File: src/kcd_pkg.sv
// Shared types and constants for the KISS command deframer.
`default_nettype none
package kcd_pkg;

    localparam int unsigned LEN_W = 11;

    localparam logic [7:0] KISS_FEND   = 8'hC0;
    localparam logic [7:0] KISS_FESC   = 8'hDB;
    localparam logic [7:0] KISS_TFEND  = 8'hDC;
    localparam logic [7:0] KISS_TFESC  = 8'hDD;
    localparam logic [7:0] KISS_NO_CMD = 8'hFE;

    localparam logic [LEN_W-1:0] MAX_LEN_RESET = LEN_W'(600);

    typedef enum logic {
        KIND_PAYLOAD   = 1'b0,
        KIND_FRAME_END = 1'b1
    } t_kind;

    typedef struct packed {
        logic [7:0] in_byte;
    } t_in_beat;

    typedef struct packed {
        t_kind            kind;
        logic [7:0]       command;
        logic [7:0]       data_byte;
        logic [LEN_W-1:0] position;
        logic             truncated;
    } t_result;

    typedef struct packed {
        logic    valid;
        t_result data;
    } t_result_slot;

endpackage
`default_nettype wire

File: src/kcd_decoder.sv
// Framing state and per-byte KISS decode.
`default_nettype none
module kcd_decoder (
    input  wire                       i_clk,
    input  wire                       i_rst_n,
    input  wire                       i_step,
    input  wire  [7:0]                i_byte,
    input  wire  [kcd_pkg::LEN_W-1:0] i_max_len,
    output kcd_pkg::t_result_slot     o_result
);
    import kcd_pkg::*;

    logic             r_inside, n_inside;
    logic             r_escape, n_escape;
    logic [7:0]       r_command, n_command;
    logic [LEN_W-1:0] r_count, n_count;
    logic             r_overflow, n_overflow;

    logic [7:0] data_mapped;

    always_comb begin
        case (i_byte)
            KISS_TFEND: data_mapped = KISS_FEND;
            KISS_TFESC: data_mapped = KISS_FESC;
            default:    data_mapped = i_byte;
        endcase
        if (!r_escape) begin
            data_mapped = i_byte;
        end
    end

    always_comb begin
        n_inside   = r_inside;
        n_escape   = r_escape;
        n_command  = r_command;
        n_count    = r_count;
        n_overflow = r_overflow;
        o_result   = '0;

        if (i_byte == KISS_FEND) begin
            // shared delimiter: close a frame that has a command, open the next
            if (r_inside && r_command != KISS_NO_CMD) begin
                o_result.valid          = 1'b1;
                o_result.data.kind      = KIND_FRAME_END;
                o_result.data.command   = r_command;
                o_result.data.position  = r_count;
                o_result.data.truncated = r_overflow;
            end
            n_inside   = 1'b1;
            n_escape   = 1'b0;
            n_command  = KISS_NO_CMD;
            n_count    = '0;
            n_overflow = 1'b0;
        end else if (!r_inside) begin
            // noise before the first delimiter
        end else if (r_command == KISS_NO_CMD) begin
            n_command = i_byte;
        end else if (i_byte == KISS_FESC) begin
            n_escape = 1'b1;
        end else begin
            n_escape = 1'b0;
            if (r_count < i_max_len) begin
                o_result.valid          = 1'b1;
                o_result.data.kind      = KIND_PAYLOAD;
                o_result.data.command   = r_command;
                o_result.data.data_byte = data_mapped;
                o_result.data.position  = r_count;
                n_count                 = r_count + LEN_W'(1);
            end else begin
                n_overflow = 1'b1;
            end
        end

        if (!i_step) begin
            o_result.valid = 1'b0;
        end
    end

    always_ff @(posedge i_clk) begin
        if (!i_rst_n) begin
            r_inside   <= 1'b0;
            r_escape   <= 1'b0;
            r_command  <= KISS_NO_CMD;
            r_count    <= '0;
            r_overflow <= 1'b0;
        end else if (i_step) begin
            r_inside   <= n_inside;
            r_escape   <= n_escape;
            r_command  <= n_command;
            r_count    <= n_count;
            r_overflow <= n_overflow;
        end
    end

endmodule
`default_nettype wire
File: config.mk
export PLATFORM = sky130hd
export DESIGN_NAME = kcd_decoder
export DESIGN_NICKNAME = d
export VERILOG_FILES = /design/src/kcd_pkg.sv /design/src/kcd_decoder.sv
export SDC_FILE = /design/constraint.sdc
export NUM_CORES = 1
export LEC_CHECK = 0
export BUFFER_PORTS_ARGS = -buffer_cell sky130_fd_sc_hd__buf_2
export CAP_MARGIN = 10
export CORE_MARGIN = 2
export CORE_UTILIZATION = 52
export CTS_BUF_LIST = sky130_fd_sc_hd__clkbuf_8 sky130_fd_sc_hd__clkbuf_16
export DETAILED_ROUTE_END_ITERATION = 8
export PLACE_DENSITY = 0.82
export SLEW_MARGIN = 0
export SYNTH_ARGS = -nofsm -noshare
export SYNTH_HDL_FRONTEND = slang
export SYNTH_SLANG_ARGS = --single-unit
File: constraint.sdc
create_clock -name i_clk -period 2.4 [get_ports i_clk]
set_input_delay 0.12 -clock i_clk [delete_from_list [all_inputs] [get_ports i_clk]]
set_output_delay 0.12 -clock i_clk [all_outputs]
set_load 0.03 [all_outputs]
==> metrics.yaml <==
gp_congestion: 0.917
layoutNonFillerInstCount: 315
worst_ir_drop_vdd_v: 0.000247
vias_in_the_first_global_route: 1679
clk_transition_reported_paths_ns: 0.08
boundaryPins: 52
worst_path_max_delay_cell: "dfxtp_1"
core.rowCount: 20
worstSkewPairLatency_ns: 0.27
finalSetupViolations: 0
grt_remaining_overflow: 0
antennaDiodeCount: 0
critical_path_class: "flip-flop to output pin"
critPathMaxStageDelay_ns: 0.32
power.density_cell_area_nw_per_um2: 313
setup_total_negative_slack_ns: 0
yosysTopAreaCell: "dfxtp_1"
postSynth.topFlopCell: "dfxtp_1"
route.detailed.vias_per_inst: 5.93
synth_seq_area_share_pct: 25.4
initial_core_util_pct: 55.8
hold_viol: 0
min_period_over_period_pct: 98.2
slew_viol_final: 0
worst_slew_pin_slew_ns: 0.544
area_added_between_synthesis_and_finish_pct: 30.3
synth_async_sr_flop_share_pct: 0
dpl.cell_count: 310
core-area_um2: 3100
totalWireLength_um: 4770
run_status: "finished, final reports clean"
portBuffers: 51
timing.hold.ws_ns: 0.110
post_layout_utilization_of_the_core_pct: 72.7
synth_area_per_cell_um2: 8.09
fin_ws_ns: 0.0443
unique_cell_type_count_in_the_yosys_netlist: 55
critical_path_source_type: "flip-flop"
clock_tree.buffer_depth: 2
syn-instance-count: 214
post-route-drc-count: 0
routed-via-count: 1868
period_needed_ns: 2.36
ctsRootBufferMaster: "clkbuf_8"
maximum_number_of_pins_on_one_net_before_global_route_repair: 27
count_of_max_cap_constraint_violations: 0
dpl_worst_slack_ns: 0.258
nets: 305
numCtsBuffers: 3
critical-path-top-delay-family: "compound AO/OA/AOI/OAI gates"
post_synth_instance_area_um2: 1730
fin_skew_ns: 0.00202
h-tree-depth: 1
synth_enable_flop_cells: 0
wl_met1_um: 2000
synthTopCellsByArea: "dfxtp_1 (25%), and3_1 (9.8%), ha_1 (7.9%)"
worst-path-max-fanout: 5
cts_sinks: 22
top_layer_used: "met4"
routed-wl-met3_um: 386
cp.arrival_ns: 2.24
drt_pre_antenna_iters: 4
dr.first_iter.drc_count: 128
critPathRequiredTime_ns: 2.28
drive_above_1_share_pct: 36.2
dp_hpwl_um: 3460
leakagePower_nw: 1.09
synth_commonest_cells: "and3_1 (27), dfxtp_1 (22), nand2_1 (18), inv_1 (14), nand3_1 (13)"
synth_largest_type_area_fraction_pct: 25.4
design.die.area_um2: 3810
synth_most_common_cell: "and3_1"
synth_seq_cells: 22
cp_num_buf_inv: 2
maxClockFrequency_mhz: 425
grt_first_pass_wirelength_um: 7530
timing.hold.worst.class: "primary input to flip-flop"
grt.total_usage_pct: 26.4
syn_nets: 247
route.antenna.remaining_nets: 0
die_x_um: 61.7
cp-end-kind: "output pin"
cts_tree: "yes"
crit_chain: "ha_1, a21oi_2, o221ai_2, a211o_1, o21ai_4, buf_4, and3_1, clkbuf_4"
die_height_um: 61.7
routed-wl-met2_um: 2320
timing.max_slew.rel_slack_pct: 63.7
rsz0062_at_grt: "yes"
yosysWarnings: 0
grt_antenna_before_repair: 0
wl_per_instance_um: 15.2
==> metrics by stage <==
step	area [um2]	power, mW
CTS	2120	0.705
detailed placement	2070	0.441
floorplan	1730	0.410
finish	2260	0.706
global route	2260	0.732
global placement	2070	0.440
==> state kept, by name, summed over array words and instances, names as in the netlist <==
| name | flops |
|---|---|
| r_count | 11 |
| r_command | 8 |
| r_escape | 1 |
| r_inside | 1 |
| r_overflow | 1 |
==> what timing repair did <==
action,in CTS,in global routing
pin swaps,0,2
hold buffers,0,0
gates resized for setup,1,46
endpoints found under the setup margin,20,27
buffers inserted,0,1
==> metal layers <==
metal | vias to the layer above | track usage [%]
li1 | 915 | -
met1 | 857 | 36.8
met2 | 89 | 42.4
met3 | 7 | 3.93
met4 | 0 | 7.90
met5 | - | 0
==> layout make-up <==
type	count	area [um2]
Tap cell	44	55.1
Timing Repair Buffer	63	399
Inverter	14	52.6
Clock buffer	4	55.1
Fill cell	243	847
Sequential cell	22	448
Multi-Input combinational cell	168	1250
==> kinds of logic after synthesis <==
| family | synth area share, % |
|---|---|
| adders and majority gates | 7.95 |
| buffers and inverters | 6.43 |
| and+or+nand+nor | 37.9 |
| DFF | 25.4 |
| AOI/OAI and AO/OA | 18.6 |
| muxes | 3.61 |
==> power by group <==
group | switching [mW] | internal [mW]
combinational | 0.0417 | 0.0308
clock | 0.123 | 0.147
sequential | 0.000157 | 0.364
total | 0.165 | 0.541
==> cell usage in the layout (no fill, tap or decap), drive strengths merged, types with 2 or more instances in the layout <==
cell,instances
nand3,13
mux2,2
a31oi,3
nor2,11
and2,6
ha,11
and4b,2
clkbuf,10
a21oi,11
and3,27
a31o,2
and4,4
o21ai,5
a41oi,2
nor3,8
nor4,3
o22ai,5
buf,57
o211ai,3
dfxtp,22
mux2i,4
nand4,6
nand2,20
inv,14
==> worst register-to-register path, stage by stage (launching register included) <==
cell	delay [ns]
dfxtp_1	0.32
ha_1	0.31
a21oi_2	0.18
o221ai_2	0.13
a211o_1	0.30
buf_4	0.15
buf_4	0.18
nor3_2	0.20
mux2_2	0.36
==> final timing paths <==
check,start,endpoint,slack (ns),cells after the start
worst max-delay path,r_count[6],o_result[5],0.04,8
worst min register to register,r_overflow,r_overflow,0.47,2
worst max register to register,r_count[6],r_count[4],0.17,8
worst min-delay path,i_byte[6],r_command[6],0.11,3
Note: power is estimated with default switching activity, not from simulation.
